<file path="config.mk">
export PLATFORM = sky130hd
export DESIGN_NAME = hsv_rgb_converter
export DESIGN_NICKNAME = d
export VERILOG_FILES = /design/src/design/hrc_pkg.sv /design/src/design/hrc_div_stage.sv /design/src/design/hrc_hsv2rgb.sv /design/src/design/hrc_rgb2hsv.sv /design/src/design/hsv_rgb_converter.sv
export SDC_FILE = /design/constraint.sdc
export NUM_CORES = 1
export LEC_CHECK = 0
export BUFFER_PORTS_ARGS = -buffer_cell sky130_fd_sc_hd__buf_2
export CELL_PAD_IN_SITES_DETAIL_PLACEMENT = 0
export CELL_PAD_IN_SITES_GLOBAL_PLACEMENT = 1
export CORE_UTILIZATION = 35
export DETAILED_ROUTE_END_ITERATION = 10
export GPL_ROUTABILITY_DRIVEN = 0
export PLACE_DENSITY = 0.71
export SLEW_MARGIN = 40
export SYNTH_ARGS = -nofsm -noshare
export SYNTH_HDL_FRONTEND = slang
export SYNTH_HIERARCHICAL = 1
export SYNTH_SLANG_ARGS = --single-unit
</file>
<file path="constraint.sdc">
create_clock -name clk -period 20.5 [get_ports clk]
set_clock_uncertainty 0.2 [all_clocks]
set_input_delay 3.075 -clock clk [delete_from_list [all_inputs] [get_ports clk]]
set_output_delay 3.075 -clock clk [all_outputs]
set_load 0.005 [all_outputs]
</file>
<file path="src/design/hrc_pkg.sv">
// hrc_pkg: shared types, constants and divider step functions for the
// HSV/RGB converter. No dependencies.
package hrc_pkg;

  localparam int CHAN_BITS = 8;
  localparam int HUE_BITS = 11;
  localparam int HUE_CALC_BITS = HUE_BITS + 1;
  localparam int PROD_BITS = 2 * CHAN_BITS;

  localparam logic [CHAN_BITS-1:0] CHAN_MAX = '1;
  localparam logic [HUE_BITS-1:0] HUE_FULL = 11'd1536;

  // hue offsets for the max-channel cases, in 1/256 sector units
  localparam logic [HUE_CALC_BITS-1:0] HUE_OFS_RED = 12'd1536;
  localparam logic [HUE_CALC_BITS-1:0] HUE_OFS_GREEN = 12'd512;
  localparam logic [HUE_CALC_BITS-1:0] HUE_OFS_BLUE = 12'd1024;

  // quotients here never exceed 256, so 9 quotient bits suffice
  localparam int QUO_BITS = 9;
  localparam int DIV_STEPS = 3;
  localparam int DIV_STAGES = QUO_BITS / DIV_STEPS;

  typedef struct packed {
    logic                 action;
    logic [HUE_BITS-1:0]  first_chan;
    logic [CHAN_BITS-1:0] second_chan;
    logic [CHAN_BITS-1:0] third_chan;
  } in_item_t;

  typedef struct packed {
    logic [HUE_BITS-1:0]  first_out;
    logic [CHAN_BITS-1:0] second_out;
    logic [CHAN_BITS-1:0] third_out;
  } out_item_t;

  typedef enum logic [2:0] {
    SEC_RY = 3'd0,
    SEC_YG = 3'd1,
    SEC_GC = 3'd2,
    SEC_CB = 3'd3,
    SEC_BM = 3'd4,
    SEC_MR = 3'd5
  } sector_t;

  typedef enum logic [1:0] {
    HC_RED   = 2'd0,
    HC_GREEN = 2'd1,
    HC_BLUE  = 2'd2
  } hue_case_t;

  typedef struct packed {
    logic [CHAN_BITS-1:0] rem;
    logic [QUO_BITS-1:0]  num;
    logic [QUO_BITS-1:0]  quo;
    logic [CHAN_BITS-1:0] den;
  } div_t;

  typedef struct packed {
    hue_case_t            hcase;
    logic                 neg;
    logic                 gray;
    logic                 black;
    logic [CHAN_BITS-1:0] vmax;
  } side_t;

  // partial remainder starts with the top dividend bits; valid when
  // dividend < den * 2**QUO_BITS, which holds for both divisions here
  function automatic div_t div_init(input logic [PROD_BITS-1:0] dividend,
                                    input logic [CHAN_BITS-1:0] den);
    div_t d;
    d.rem = CHAN_BITS'(dividend[PROD_BITS-1:QUO_BITS]);
    d.num = dividend[QUO_BITS-1:0];
    d.quo = '0;
    d.den = den;
    return d;
  endfunction

  // one restoring step: one quotient bit
  function automatic div_t div_step(input div_t d);
    logic [CHAN_BITS:0] t;
    div_t n;
    t = {d.rem, d.num[QUO_BITS-1]};
    n = d;
    n.num = {d.num[QUO_BITS-2:0], 1'b0};
    if (t >= {1'b0, d.den}) begin
      n.rem = CHAN_BITS'(t - {1'b0, d.den});
      n.quo = {d.quo[QUO_BITS-2:0], 1'b1};
    end else begin
      n.rem = t[CHAN_BITS-1:0];
      n.quo = {d.quo[QUO_BITS-2:0], 1'b0};
    end
    return n;
  endfunction

endpackage

</file>
<file path="src/design/hrc_div_stage.sv">
// hrc_div_stage: one registered slice of the pipelined restoring divider,
// DIV_STEPS quotient bits per slice. Depends on hrc_pkg.
module hrc_div_stage (
  input  logic          clk,
  input  hrc_pkg::div_t d_in,
  output hrc_pkg::div_t d_out
);

  hrc_pkg::div_t d_nxt;
  hrc_pkg::div_t d_r;

  always_comb begin
    d_nxt = d_in;
    for (int i = 0; i < hrc_pkg::DIV_STEPS; i++) begin
      d_nxt = hrc_pkg::div_step(d_nxt);
    end
  end

  always_ff @(posedge clk) begin
    d_r <= d_nxt;
  end

  assign d_out = d_r;

endmodule

</file>
<file path="src/design/hrc_hsv2rgb.sv">
// hrc_hsv2rgb: four-stage HSV to RGB datapath (multiply, /255, multiply,
// select and offset). Depends on hrc_pkg.
module hrc_hsv2rgb (
  input  logic               clk,
  input  hrc_pkg::in_item_t  in_item,
  output hrc_pkg::out_item_t res
);

  localparam int CB = hrc_pkg::CHAN_BITS;
  localparam int PB = hrc_pkg::PROD_BITS;

  logic [hrc_pkg::HUE_BITS-1:0] hue_w;
  logic [PB:0] sum_w;
  logic [CB:0] k_w;
  logic [CB-1:0] m_w, x_w, r_w, g_w, b_w;

  hrc_pkg::sector_t sec1_r, sec1_nxt, sec2_r, sec3_r;
  logic [CB-1:0] f1_r, f1_nxt, f2_r;
  logic [CB-1:0] v1_r, v1_nxt, v2_r, v3_r;
  logic [PB-1:0] prod1_r, prod1_nxt;
  logic [CB-1:0] c2_r, c2_nxt, c3_r;
  logic [PB:0] xp3_r, xp3_nxt;
  hrc_pkg::out_item_t res4_r, res4_nxt;

  // stage 1: hue wrap, sector split, v*s
  always_comb begin
    if (in_item.first_chan >= hrc_pkg::HUE_FULL) begin
      hue_w = in_item.first_chan - hrc_pkg::HUE_FULL;
    end else begin
      hue_w = in_item.first_chan;
    end
    sec1_nxt = hrc_pkg::sector_t'(hue_w[hrc_pkg::HUE_BITS-1:CB]);
    f1_nxt = hue_w[CB-1:0];
    v1_nxt = in_item.third_chan;
    prod1_nxt = PB'(in_item.second_chan) * PB'(in_item.third_chan);
  end

  // stage 2: c = prod / 255, exact for 16-bit products
  always_comb begin
    sum_w = (PB+1)'(prod1_r) + (PB+1)'(prod1_r >> CB) + (PB+1)'(1);
    c2_nxt = sum_w[PB-1:CB];
  end

  // stage 3: c times the ramp within the sector
  always_comb begin
    if (sec2_r[0]) begin
      k_w = (CB+1)'(1 << CB) - (CB+1)'(f2_r);
    end else begin
      k_w = (CB+1)'(f2_r);
    end
    xp3_nxt = (PB+1)'(c2_r) * (PB+1)'(k_w);
  end

  // stage 4: place c and x by sector, add m
  always_comb begin
    x_w = xp3_r[PB-1:CB];
    m_w = v3_r - c3_r;
    r_w = '0;
    g_w = '0;
    b_w = '0;
    case (sec3_r)
      hrc_pkg::SEC_RY: begin r_w = c3_r; g_w = x_w; end
      hrc_pkg::SEC_YG: begin r_w = x_w;  g_w = c3_r; end
      hrc_pkg::SEC_GC: begin g_w = c3_r; b_w = x_w; end
      hrc_pkg::SEC_CB: begin g_w = x_w;  b_w = c3_r; end
      hrc_pkg::SEC_BM: begin r_w = x_w;  b_w = c3_r; end
      default:         begin r_w = c3_r; b_w = x_w; end
    endcase
    res4_nxt.first_out = hrc_pkg::HUE_BITS'(r_w + m_w);
    res4_nxt.second_out = g_w + m_w;
    res4_nxt.third_out = b_w + m_w;
  end

  always_ff @(posedge clk) begin
    sec1_r  <= sec1_nxt;
    f1_r    <= f1_nxt;
    v1_r    <= v1_nxt;
    prod1_r <= prod1_nxt;
    sec2_r  <= sec1_r;
    f2_r    <= f1_r;
    v2_r    <= v1_r;
    c2_r    <= c2_nxt;
    sec3_r  <= sec2_r;
    v3_r    <= v2_r;
    c3_r    <= c2_r;
    xp3_r   <= xp3_nxt;
    res4_r  <= res4_nxt;
  end

  assign res = res4_r;

endmodule

</file>
<file path="src/design/hrc_rgb2hsv.sv">
// hrc_rgb2hsv: RGB to HSV datapath: max/min front stage, then three
// divider slices for hue and saturation. Depends on hrc_pkg, hrc_div_stage.
module hrc_rgb2hsv (
  input  logic               clk,
  input  hrc_pkg::in_item_t  in_item,
  output hrc_pkg::out_item_t res
);

  localparam int CB = hrc_pkg::CHAN_BITS;
  localparam int PB = hrc_pkg::PROD_BITS;
  localparam int HC = hrc_pkg::HUE_CALC_BITS;
  localparam int NS = hrc_pkg::DIV_STAGES;

  logic [CB-1:0] r_w, g_w, b_w, mx_w, mn_w, delta_w, absd_w;
  logic [CB:0] diff_w;
  hrc_pkg::side_t side_nxt;
  hrc_pkg::div_t hue_d1_nxt, sat_d1_nxt;

  hrc_pkg::side_t side_r [0:NS];
  hrc_pkg::div_t hue_d [0:NS];
  hrc_pkg::div_t sat_d [0:NS];
  hrc_pkg::div_t hue_d0_r, sat_d0_r;

  logic [HC-1:0] ofs_w, h_w, hw_w;
  logic adj_w;

  always_comb begin
    if (in_item.first_chan > hrc_pkg::HUE_BITS'(hrc_pkg::CHAN_MAX)) begin
      r_w = hrc_pkg::CHAN_MAX;
    end else begin
      r_w = in_item.first_chan[CB-1:0];
    end
    g_w = in_item.second_chan;
    b_w = in_item.third_chan;
    mx_w = r_w;
    mn_w = r_w;
    if (g_w > mx_w) mx_w = g_w;
    if (b_w > mx_w) mx_w = b_w;
    if (g_w < mn_w) mn_w = g_w;
    if (b_w < mn_w) mn_w = b_w;
    delta_w = mx_w - mn_w;
    // ties go to red, then green
    if (r_w >= g_w && r_w >= b_w) begin
      side_nxt.hcase = hrc_pkg::HC_RED;
      diff_w = {1'b0, g_w} - {1'b0, b_w};
    end else if (g_w >= b_w) begin
      side_nxt.hcase = hrc_pkg::HC_GREEN;
      diff_w = {1'b0, b_w} - {1'b0, r_w};
    end else begin
      side_nxt.hcase = hrc_pkg::HC_BLUE;
      diff_w = {1'b0, r_w} - {1'b0, g_w};
    end
    side_nxt.neg = diff_w[CB];
    absd_w = diff_w[CB] ? CB'(-diff_w) : diff_w[CB-1:0];
    side_nxt.gray = (delta_w == '0);
    side_nxt.black = (mx_w == '0);
    side_nxt.vmax = mx_w;
    hue_d1_nxt = hrc_pkg::div_init({absd_w, CB'(0)}, delta_w);
    sat_d1_nxt = hrc_pkg::div_init(({delta_w, CB'(0)}) - PB'(delta_w), mx_w);
  end

  always_ff @(posedge clk) begin
    side_r[0] <= side_nxt;
    hue_d0_r  <= hue_d1_nxt;
    sat_d0_r  <= sat_d1_nxt;
    for (int i = 0; i < NS; i++) begin
      side_r[i+1] <= side_r[i];
    end
  end

  assign hue_d[0] = hue_d0_r;
  assign sat_d[0] = sat_d0_r;

  for (genvar k = 0; k < NS; k++) begin : g_div
    hrc_div_stage u_hue_div (
      .clk   (clk),
      .d_in  (hue_d[k]),
      .d_out (hue_d[k+1])
    );
    hrc_div_stage u_sat_div (
      .clk   (clk),
      .d_in  (sat_d[k]),
      .d_out (sat_d[k+1])
    );
  end

  // hue = offset +/- 256*|diff|/delta, floored, then wrapped below 1536
  always_comb begin
    case (side_r[NS].hcase)
      hrc_pkg::HC_RED:   ofs_w = hrc_pkg::HUE_OFS_RED;
      hrc_pkg::HC_GREEN: ofs_w = hrc_pkg::HUE_OFS_GREEN;
      hrc_pkg::HC_BLUE:  ofs_w = hrc_pkg::HUE_OFS_BLUE;
      default:           ofs_w = hrc_pkg::HUE_OFS_RED;
    endcase
    adj_w = (hue_d[NS].rem != '0);
    if (side_r[NS].neg) begin
      h_w = ofs_w - HC'(hue_d[NS].quo) - HC'(adj_w);
    end else begin
      h_w = ofs_w + HC'(hue_d[NS].quo);
    end
    if (h_w >= HC'(hrc_pkg::HUE_FULL)) begin
      hw_w = h_w - HC'(hrc_pkg::HUE_FULL);
    end else begin
      hw_w = h_w;
    end
    res.first_out = side_r[NS].gray ? '0 : hw_w[hrc_pkg::HUE_BITS-1:0];
    res.second_out = side_r[NS].black ? '0 : sat_d[NS].quo[CB-1:0];
    res.third_out = side_r[NS].vmax;
  end

endmodule

</file>
<file path="src/design/hsv_rgb_converter.sv">
// hsv_rgb_converter: HSV <-> RGB conversion, one request per clock.
// out_valid strobes once a request has passed the 4 compute stages and the
// output register; throughput one request per clock.
// The divider yields 9 quotient bits, 3 per pipeline stage.
// busy stays low; the result strobe cannot be held off.
// Reset (rst_n, sync) clears the valid bits, dropping requests in flight.
module hsv_rgb_converter (
  input  logic               clk,
  input  logic               rst_n,
  input  logic               start,
  output logic               busy,
  input  hrc_pkg::in_item_t  in_data,
  output logic               out_valid,
  output hrc_pkg::out_item_t out_data
);

  localparam int NSTG = hrc_pkg::DIV_STAGES + 1;

  logic [NSTG-1:0] vld_r, vld_nxt;
  logic [NSTG-1:0] act_r, act_nxt;
  logic out_valid_r, out_valid_nxt;
  hrc_pkg::out_item_t out_data_r, out_data_nxt;
  hrc_pkg::out_item_t rgb_res, hsv_res;

  assign busy = 1'b0;

  hrc_hsv2rgb u_hsv2rgb (
    .clk     (clk),
    .in_item (in_data),
    .res     (rgb_res)
  );

  hrc_rgb2hsv u_rgb2hsv (
    .clk     (clk),
    .in_item (in_data),
    .res     (hsv_res)
  );

  always_comb begin
    vld_nxt = {vld_r[NSTG-2:0], start & ~busy};
    act_nxt = {act_r[NSTG-2:0], in_data.action};
    out_valid_nxt = vld_r[NSTG-1];
    out_data_nxt = act_r[NSTG-1] ? hsv_res : rgb_res;
  end

  always_ff @(posedge clk) begin
    if (!rst_n) begin
      vld_r <= '0;
      out_valid_r <= 1'b0;
    end else begin
      vld_r <= vld_nxt;
      out_valid_r <= out_valid_nxt;
    end
    act_r <= act_nxt;
    out_data_r <= out_data_nxt;
  end

  assign out_valid = out_valid_r;
  assign out_data = out_data_r;

  a_strobe_has_request: assert property (@(posedge clk) disable iff (!rst_n)
    out_valid |-> $past(start, 5))
    else $error("result strobe without a request");

  a_rgb_has_value: assert property (@(posedge clk) disable iff (!rst_n)
    (out_valid && $past(!in_data.action, 5)) |->
      (out_data.first_out == hrc_pkg::HUE_BITS'($past(in_data.third_chan, 5)) ||
       out_data.second_out == $past(in_data.third_chan, 5) ||
       out_data.third_out == $past(in_data.third_chan, 5)))
    else $error("no RGB channel equals value");

  a_value_is_max: assert property (@(posedge clk) disable iff (!rst_n)
    (out_valid && $past(in_data.action, 5)) |->
      (out_data.third_out >= $past(in_data.second_chan, 5) &&
       out_data.third_out >= $past(in_data.third_chan, 5)))
    else $error("value below a channel");

  a_hue_range: assert property (@(posedge clk) disable iff (!rst_n)
    (out_valid && $past(in_data.action, 5)) |->
      (out_data.first_out < hrc_pkg::HUE_FULL))
    else $error("hue out of range");

endmodule

</file>
==> results.sh, run 1 <==
export IMPL_synthCells=2741
export IMPL_row_count=98
export IMPL_path_max_fanout=13
export IMPL_grtUsageTotal=0.166
export IMPL_finalCritPeriodShare=0.488
export IMPL_clock_fmax_mhz=100
export IMPL_io_pins=60
export IMPL_rsz0062_at_grt="no"
export IMPL_fin_setup_tns_ps=0
export IMPL_cp_start_kind="input port"
export IMPL_first_pass_iters=5
export IMPL_setup_viol=0
export IMPL_min_delay_start="u_rgb2hsv/side_r[1][6]$_DFF_P_"
export IMPL_drive_above_1_share=0.111
export IMPL_cp_common_cell="ha_1"
export IMPL_wl_per_cell_um=16.4
export IMPL_worstSetupPathDepth=25
export IMPL_cp_top_family="simple AND/OR/NAND/NOR gates"
export IMPL_cts_sinks=356
export IMPL_netlist_area_um2=25400
export IMPL_viasPerCell=5.08
export IMPL_min_period_ps=10000
export IMPL_antenna_found_initial=2
export IMPL_grt_overflow=0
export IMPL_drv_cap=0
export IMPL_final_common_cell="dfxtp_1"
export IMPL_fp_dieArea_um2=73800
export IMPL_clk_pin_slew_ps=60
export IMPL_timing_rr_end="u_rgb2hsv/g_div[0].u_sat_div/d_out[32]$_DFF_P_"
export IMPL_critPathBufInv=2
export IMPL_cts_tree="yes"
export IMPL_yosysWarningCount=6
export IMPL_clkLatencyLatePin_ps=570
export IMPL_clockBufferDepth=3
export IMPL_numCtsBuffers=40
export IMPL_initial_core_util=0.355
export IMPL_timing_final_max_slew_violations=0
export IMPL_multi_input_area_um2=16900
export IMPL_worst_pin_slew_ps=840
export IMPL_holdCritPathClass="reg -> reg"
export IMPL_grt_max_degree=36
export IMPL_place_hpwl_um=49900
export IMPL_worstSetupPathType="in -> reg"
export IMPL_post_cts_resized=0
export IMPL_final_cell_mix="355 x dfxtp_1, 311 x ha_1, 286 x inv_1"
export IMPL_max_slew_margin_rel=0.436
export IMPL_clockRootBuffer="clkbuf_16"
export IMPL_reg2reg_from="u_rgb2hsv/sat_d[106]$_DFF_P_"
export IMPL_drt_initial_drc_count=1155
export IMPL_required_ps=20760
export IMPL_diodes=0
export IMPL_area_growth_syn_to_layout_pct=10.0
export IMPL_die_width_um=272
export IMPL_fillers=7184
export IMPL_ant_nets=0
export IMPL_grt_pass1_vias=19300
export IMPL_fin_nets=3247
export IMPL_rr_worst_depth=25
export IMPL_cp_arrival_ps=10250
export IMPL_syn_area_per_cell_um2=9.28
export IMPL_min_to="u_rgb2hsv/side_r[2][6]$_DFF_P_"
export IMPL_min_path_cells=0
export IMPL_holdBufCountCts=0
export IMPL_r2r_slack_ps=13600
export IMPL_seqCellArea_um2=7130
export IMPL_port_buffers=58
export IMPL_die_h_um=272
export IMPL_grt_pass1_wl_um=100000
export IMPL_critPathCaptureType="register"
export IMPL_drc=0
export IMPL_outcome="completed"
export IMPL_cts_setup_buffers=0
export IMPL_crit_slowest_cell="nor2b_1"
export IMPL_coreArea_um2=71700
export IMPL_final_hold_viol_count=0
export IMPL_num_vias=19200
export IMPL_routed_wl_um=62100
export IMPL_cp_slowest_stage_delay_ps=560
export IMPL_htreeDepth=2
## metal layers
layer	global-route usage	vias up	routed length [um]
met2	0.280	335	28900
met1	0.223	9203	29800
met3	0.0230	79	2330
li1	-	9598	-
met4	0.0399	0	1080
met5	0	-	0
## per-stage QoR
stage | instances | utilization | instance area (um2) | hold WS [ps] | worst slack [ps]
finish | 3786 | 0.390 | 28000 | 109 | 10500
global route | 3786 | 0.390 | 28000 | 121 | 10070
CTS | 3786 | 0.390 | 28000 | 107 | 10670
detailed placement | 3713 | 0.372 | 26700 | 112 | 10080
global placement | 3712 | 0.371 | 26600 | 111 | 10270
floorplan | 2752 | - | 25500 | 110 | 10990
## sequential cells by signal (all words and copies together), names as in the netlist, 15 cells and up
signal,flops
out_data,27
u_hsv2rgb/prod1_r,16
u_hsv2rgb/res,25
u_rgb2hsv/g_div.u_hue_div/d_out,67
u_rgb2hsv/g_div.u_sat_div/d_out,56
u_rgb2hsv/hue_d,15
u_rgb2hsv/sat_d,23
u_rgb2hsv/side_r,45
## worst max path at each step
stage | endpoint | startpoint
after floorplan | u_rgb2hsv/sat_d[129]$_DFF_P_ | in_data[25]
after global placement | u_rgb2hsv/sat_d[129]$_DFF_P_ | in_data[25]
after detailed placement | u_rgb2hsv/sat_d[129]$_DFF_P_ | in_data[25]
after CTS | u_rgb2hsv/sat_d[129]$_DFF_P_ | in_data[25]
after global routing | u_rgb2hsv/sat_d[129]$_DFF_P_ | in_data[25]
final | u_rgb2hsv/sat_d[129]$_DFF_P_ | in_data[25]
## cell type report
cell class	count	area share
inverters	290	0.0389
multi-input cells	2056	0.605
well taps	950	0.0425
flip-flops and latches	356	0.255
repair buffers	61	0.0113
clock inverters	22	0.00845
clock buffers	51	0.0394
Power of run 1 is not shown: default switching activity piles up to over one toggle a cycle in this logic, so the estimate is an artifact.
==> run 2, diff against run 1 <==
PLACE_DENSITY = 0.73   (was 0.71)
clock period = 8.2 ns   (was 20.5 ns; I/O delays follow)
==> results.sh, run 2 (synthesis gave the netlist of run 1 again) <==
export IMPL_finalCritPeriodShare=0.911
export IMPL_grt_overflow=0
export IMPL_reg2reg_from="u_rgb2hsv/sat_d[107]$_DFF_P_"
export IMPL_coreArea_um2=71700
export IMPL_r2r_slack_ps=1460
export IMPL_required_ps=8440
export IMPL_cts_sinks=356
export IMPL_grtUsageTotal=0.160
export IMPL_initial_core_util=0.355
export IMPL_num_vias=18700
export IMPL_drc=0
export IMPL_outcome="completed"
export IMPL_cp_start_kind="input port"
export IMPL_timing_final_max_slew_violations=0
export IMPL_io_pins=60
export IMPL_critPathCaptureType="register"
export IMPL_holdBufCountCts=0
export IMPL_fp_dieArea_um2=73800
export IMPL_antenna_found_initial=4
export IMPL_clock_fmax_mhz=134
export IMPL_place_hpwl_um=47600
export IMPL_die_width_um=272
export IMPL_area_growth_syn_to_layout_pct=10.6
export IMPL_min_path_cells=0
export IMPL_cp_arrival_ps=7710
export IMPL_cp_top_family="compound AO/OA/AOI/OAI gates"
export IMPL_rsz0062_at_grt="no"
export IMPL_dp_slack_ps=208
export IMPL_holdCritPathClass="reg -> reg"
export IMPL_port_buffers=58
export IMPL_worst_pin_slew_ps=791
export IMPL_critPathBufInv=2
export IMPL_routed_wl_um=59600
export IMPL_setup_viol=0
export IMPL_largest_reg_flops=67
export IMPL_cp_slowest_stage_delay_ps=480
export IMPL_min_period_ps=7470
export IMPL_first_pass_iters=5
export IMPL_grt_pass1_wl_um=95700
export IMPL_diodes=0
export IMPL_row_count=98
export IMPL_wl_per_cell_um=15.7
export IMPL_worstSetupPathType="in -> reg"
export IMPL_rr_worst_depth=25
export IMPL_max_slew_margin_rel=0.471
export IMPL_final_cell_mix="355 x dfxtp_1, 311 x ha_1, 286 x inv_1"
export IMPL_clkLatencyLatePin_ps=560
export IMPL_clk_pin_slew_ps=60
export IMPL_htreeDepth=2
export IMPL_final_common_cell="dfxtp_1"
export IMPL_drv_cap=0
export IMPL_ant_nets=0
export IMPL_fillers=7238
export IMPL_cts_tree="yes"
export IMPL_timing_rr_end="u_rgb2hsv/g_div[0].u_sat_div/d_out[31]$_DFF_P_"
export IMPL_die_h_um=272
export IMPL_setup_ws_ps=731
export IMPL_clockRootBuffer="clkbuf_16"
export IMPL_path_max_fanout=13
export IMPL_numCtsBuffers=40
export IMPL_drt_initial_drc_count=981
export IMPL_drive_above_1_share=0.114
export IMPL_post_cts_resized=0
export IMPL_cts_setup_buffers=0
export IMPL_viasPerCell=4.94
export IMPL_final_hold_viol_count=0
export IMPL_crit_slowest_cell="or3_1"
export IMPL_clockBufferDepth=3
export IMPL_fin_setup_tns_ps=0
export IMPL_fin_nets=3256
export IMPL_min_delay_start="u_rgb2hsv/g_div[1].u_sat_div/d_out[11]$_DFF_P_"
export IMPL_grt_pass1_vias=18100
export IMPL_grt_max_degree=36
export IMPL_min_to="u_rgb2hsv/g_div[2].u_sat_div/d_out[14]$_DFF_P_"
-- run 2: how the worst max path moves through the flow --
stage / startpoint / end / slack [ps] / depth (start not counted)
final: in_data[25] / u_rgb2hsv/sat_d[129]$_DFF_P_ / 730 / 27
after CTS: in_data[25] / u_rgb2hsv/sat_d[129]$_DFF_P_ / 790 / 27
after detailed placement: in_data[25] / u_rgb2hsv/sat_d[129]$_DFF_P_ / 210 / 27
after floorplan: in_data[25] / u_rgb2hsv/sat_d[129]$_DFF_P_ / 530 / 29
after global routing: in_data[25] / u_rgb2hsv/sat_d[128]$_DFF_P_ / 300 / 28
after global placement: in_data[25] / u_rgb2hsv/sat_d[129]$_DFF_P_ / 290 / 27
-- run 2: layer usage --
layer	vias to the layer above	part of all wire	GRT usage
li1	9638	-	-
met4	0	0.015	0.0305
met2	308	0.44	0.257
met3	57	0.043	0.0234
met1	8735	0.50	0.226
met5	-	0	0
-- run 2: final cells by class --
class | count | area [um2] | area share
clock buffers | 46 | 1070 | 0.0382
multi-input cells | 2056 | 17000 | 0.602
flip-flops and latches | 356 | 7130 | 0.253
well taps | 950 | 1190 | 0.0422
clock inverters | 25 | 333 | 0.0118
repair buffers | 70 | 380 | 0.0135
inverters | 290 | 1090 | 0.0387
-- run 2: worst register-to-register path, cell delays in order, from the launching register on --
cell      delay (ps)
dfxtp_1          490
inv_1            150
ha_1             470
nand4_1          130
o21bai_1         200
a31oi_1          210
and2_2           260
inv_1            150
mux2_2           390
inv_1             60
ha_1             240
nor2b_1          160
o21ai_0          250
a21oi_1          140
o21ai_0          300
nor3b_4          500
mux2_2           410
ha_1             350
o21ai_0          100
a21oi_1           80
nor3_1           200
o21bai_1         110
a21o_1           190
nand2_1          120
and2_1           410
mux2_4           340
-- run 2: through the flow --
stage / area, um2 / utilization / hold WS, ps / cells
after floorplan: 25500 / - / 110 / 2752
after global placement: 26700 / 0.372 / 111 / 3722
after detailed placement: 26700 / 0.373 / 112 / 3722
after CTS: 28100 / 0.392 / 122 / 3793
after global routing: 28100 / 0.392 / 125 / 3793
final: 28100 / 0.392 / 120 / 3793
Power of run 2 is left out for the same reason.
==> run 3, diff against run 2 <==
PLACE_DENSITY = 0.6   (was 0.73)
SKIP_LAST_GASP = 1   (was not set)
SYNTH_HIERARCHICAL = not set   (was 1)
==> results.sh, run 3 <==
export IMPL_min_period_ps=7510
export IMPL_htreeDepth=2
export IMPL_seqCellArea_um2=6590
export IMPL_fp_dieArea_um2=67100
export IMPL_clk_pin_slew_ps=60
export IMPL_clockBufferDepth=3
export IMPL_fin_nets=3169
export IMPL_largest_reg_flops=58
export IMPL_synth_common_cells="357 x inv_1, 329 x dfxtp_1, 312 x ha_1"
export IMPL_synth_net_count=3061
export IMPL_grt_pass1_wl_um=96500
export IMPL_netlist_area_um2=23100
export IMPL_critPathCaptureType="register"
export IMPL_synth_top_cell_area_share=0.285
export IMPL_initial_core_util=0.356
export IMPL_synthCells=2623
export IMPL_cp_top_family="compound AO/OA/AOI/OAI gates"
export IMPL_numCtsBuffers=40
export IMPL_multi_input_area_um2=15100
export IMPL_num_vias=17800
export IMPL_setup_viol=0
export IMPL_area_growth_syn_to_layout_pct=13.2
export IMPL_viasPerCell=4.93
export IMPL_antenna_found_initial=0
export IMPL_grtUsageTotal=0.180
export IMPL_rsz0062_at_grt="yes"
export IMPL_drt_initial_drc_count=812
export IMPL_place_hpwl_um=47900
export IMPL_clkLatencyLatePin_ps=560
export IMPL_outcome="completed"
export IMPL_cp_arrival_ps=7760
export IMPL_required_ps=8440
export IMPL_first_pass_iters=4
export IMPL_final_hold_viol_count=0
export IMPL_drc=0
export IMPL_worst_pin_slew_ps=799
export IMPL_yosysWarningCount=0
export IMPL_yosys_top_cells_area="dfxtp_1 28%, ha_1 17%, fa_1 8.2%"
export IMPL_diodes=0
export IMPL_clockRootBuffer="clkbuf_16"
export IMPL_grt_max_degree=50
export IMPL_grt_pass1_vias=18200
export IMPL_max_slew_margin_rel=0.464
export IMPL_yosysSeqAreaShare=0.285
export IMPL_syn_area_per_cell_um2=8.82
export IMPL_final_common_cell="inv_1"
export IMPL_drv_cap=0
export IMPL_worstSetupPathType="reg -> reg"
export IMPL_placed_area_um2=24600
export IMPL_fillers=6485
export IMPL_port_buffers=58
export IMPL_row_count=93
export IMPL_final_cell_mix="357 x inv_1, 328 x dfxtp_1, 312 x ha_1"
export IMPL_synth_seq_cells=329
export IMPL_cts_sinks=329
export IMPL_critPathBufInv=3
export IMPL_cp_common_cell="o21ai_0"
export IMPL_final_cells=3618
export IMPL_synth_distinct_cells=77
export IMPL_cts_tree="yes"
export IMPL_synthFlopType="dfxtp_1"
export IMPL_path_max_fanout=8
export IMPL_cp_slowest_stage_delay_ps=420
export IMPL_synthArstFlopShare=0
export IMPL_finalCritPeriodShare=0.916
export IMPL_clock_fmax_mhz=133
export IMPL_timing_final_max_slew_violations=0
export IMPL_wl_per_cell_um=16.6
export IMPL_holdCritPathClass="reg -> reg"
export IMPL_drive_above_1_share=0.0999
export IMPL_routed_wl_um=60100
export IMPL_die_width_um=259
export IMPL_synth_area_leader_cell="dfxtp_1"
export IMPL_synth_most_common_cell="inv_1"
export IMPL_dpl_cell_count=3535
export IMPL_crit_slowest_cell="dfxtp_2"
export IMPL_io_pins=60
export IMPL_final_cell_area_um2=26200
export IMPL_grt_overflow=0
export IMPL_die_h_um=259
export IMPL_cp_start_kind="register"
export IMPL_coreArea_um2=64900
export IMPL_ant_nets=0
export IMPL_synth_edf_count=0
[run 3: layout make-up]
| cell class | count | share of cell area |
|---|---|---|
| Multi-Input combinational cell | 1891 | 0.577 |
| Sequential cell | 329 | 0.252 |
| Inverter | 362 | 0.0519 |
| Clock buffer | 53 | 0.0436 |
| Tap cell | 855 | 0.0409 |
| Timing Repair Buffer | 107 | 0.0251 |
| Clock inverter | 21 | 0.00970 |
[run 3: final timing paths]
check | startpoint | end | cells past startpoint | slack, ps
worst min-delay path | u_rgb2hsv.side_r[2][9]$_DFF_P_ | u_rgb2hsv.side_r[3][9]$_DFF_P_ | 0 | 120
worst max register to register | u_rgb2hsv.hue_d[102]$_DFF_P_ | u_rgb2hsv.g_div[0].u_hue_div.d_out[31]$_DFF_P_ | 34 | 690
worst max-delay path | u_rgb2hsv.hue_d[102]$_DFF_P_ | u_rgb2hsv.g_div[0].u_hue_div.d_out[31]$_DFF_P_ | 34 | 690
worst min register to register | u_rgb2hsv.side_r[2][9]$_DFF_P_ | u_rgb2hsv.side_r[3][9]$_DFF_P_ | 0 | 120
[run 3: metrics by stage]
step / util / hold WS [ps] / TNS, ps / setup WS [ps]
after floorplan: - / 110 / 0 / 629
after global placement: 0.379 / 110 / 0 / 391
after detailed placement: 0.380 / 112 / 0 / 288
after CTS: 0.401 / 119 / 0 / 239
after global routing: 0.403 / 119 / -35.7 / -25.2
final: 0.403 / 118 / 0 / 686
[run 3: cell families (layout without fill, tap and decap cells)]
family / after synthesis / count (layout) / share of synthesized area
adder cells (fa/ha/maj): 407 / 407 / 0.251
AND/OR/NAND/NOR: 660 / 660 / 0.134
buffers and inverters: 403 / 543 / 0.0656
XOR/XNOR: 173 / 173 / 0.0662
other: 1 / 1 / 0.000162
AO/OA/AOI/OAI: 544 / 544 / 0.149
flip-flops: 329 / 329 / 0.285
multiplexers: 106 / 106 / 0.0493
[run 3: layer usage]
metal / up-vias / wire length (um) / part of all wire / GRT usage
li1: 9063 / - / - / -
met1: 8417 / 29100 / 0.48 / 0.238
met2: 258 / 27400 / 0.45 / 0.301
met3: 106 / 1880 / 0.031 / 0.0255
met4: 0 / 1860 / 0.031 / 0.0610
met5: - / 0 / 0 / 0
[run 3: what timing repair did]
item / in CTS / in global routing
resized for setup: 0 / 19
setup endpoints to repair: 0 / 41
hold buffers: 0 / 0
buffers inserted: 0 / 9
Power of run 3 is left out for the same reason.
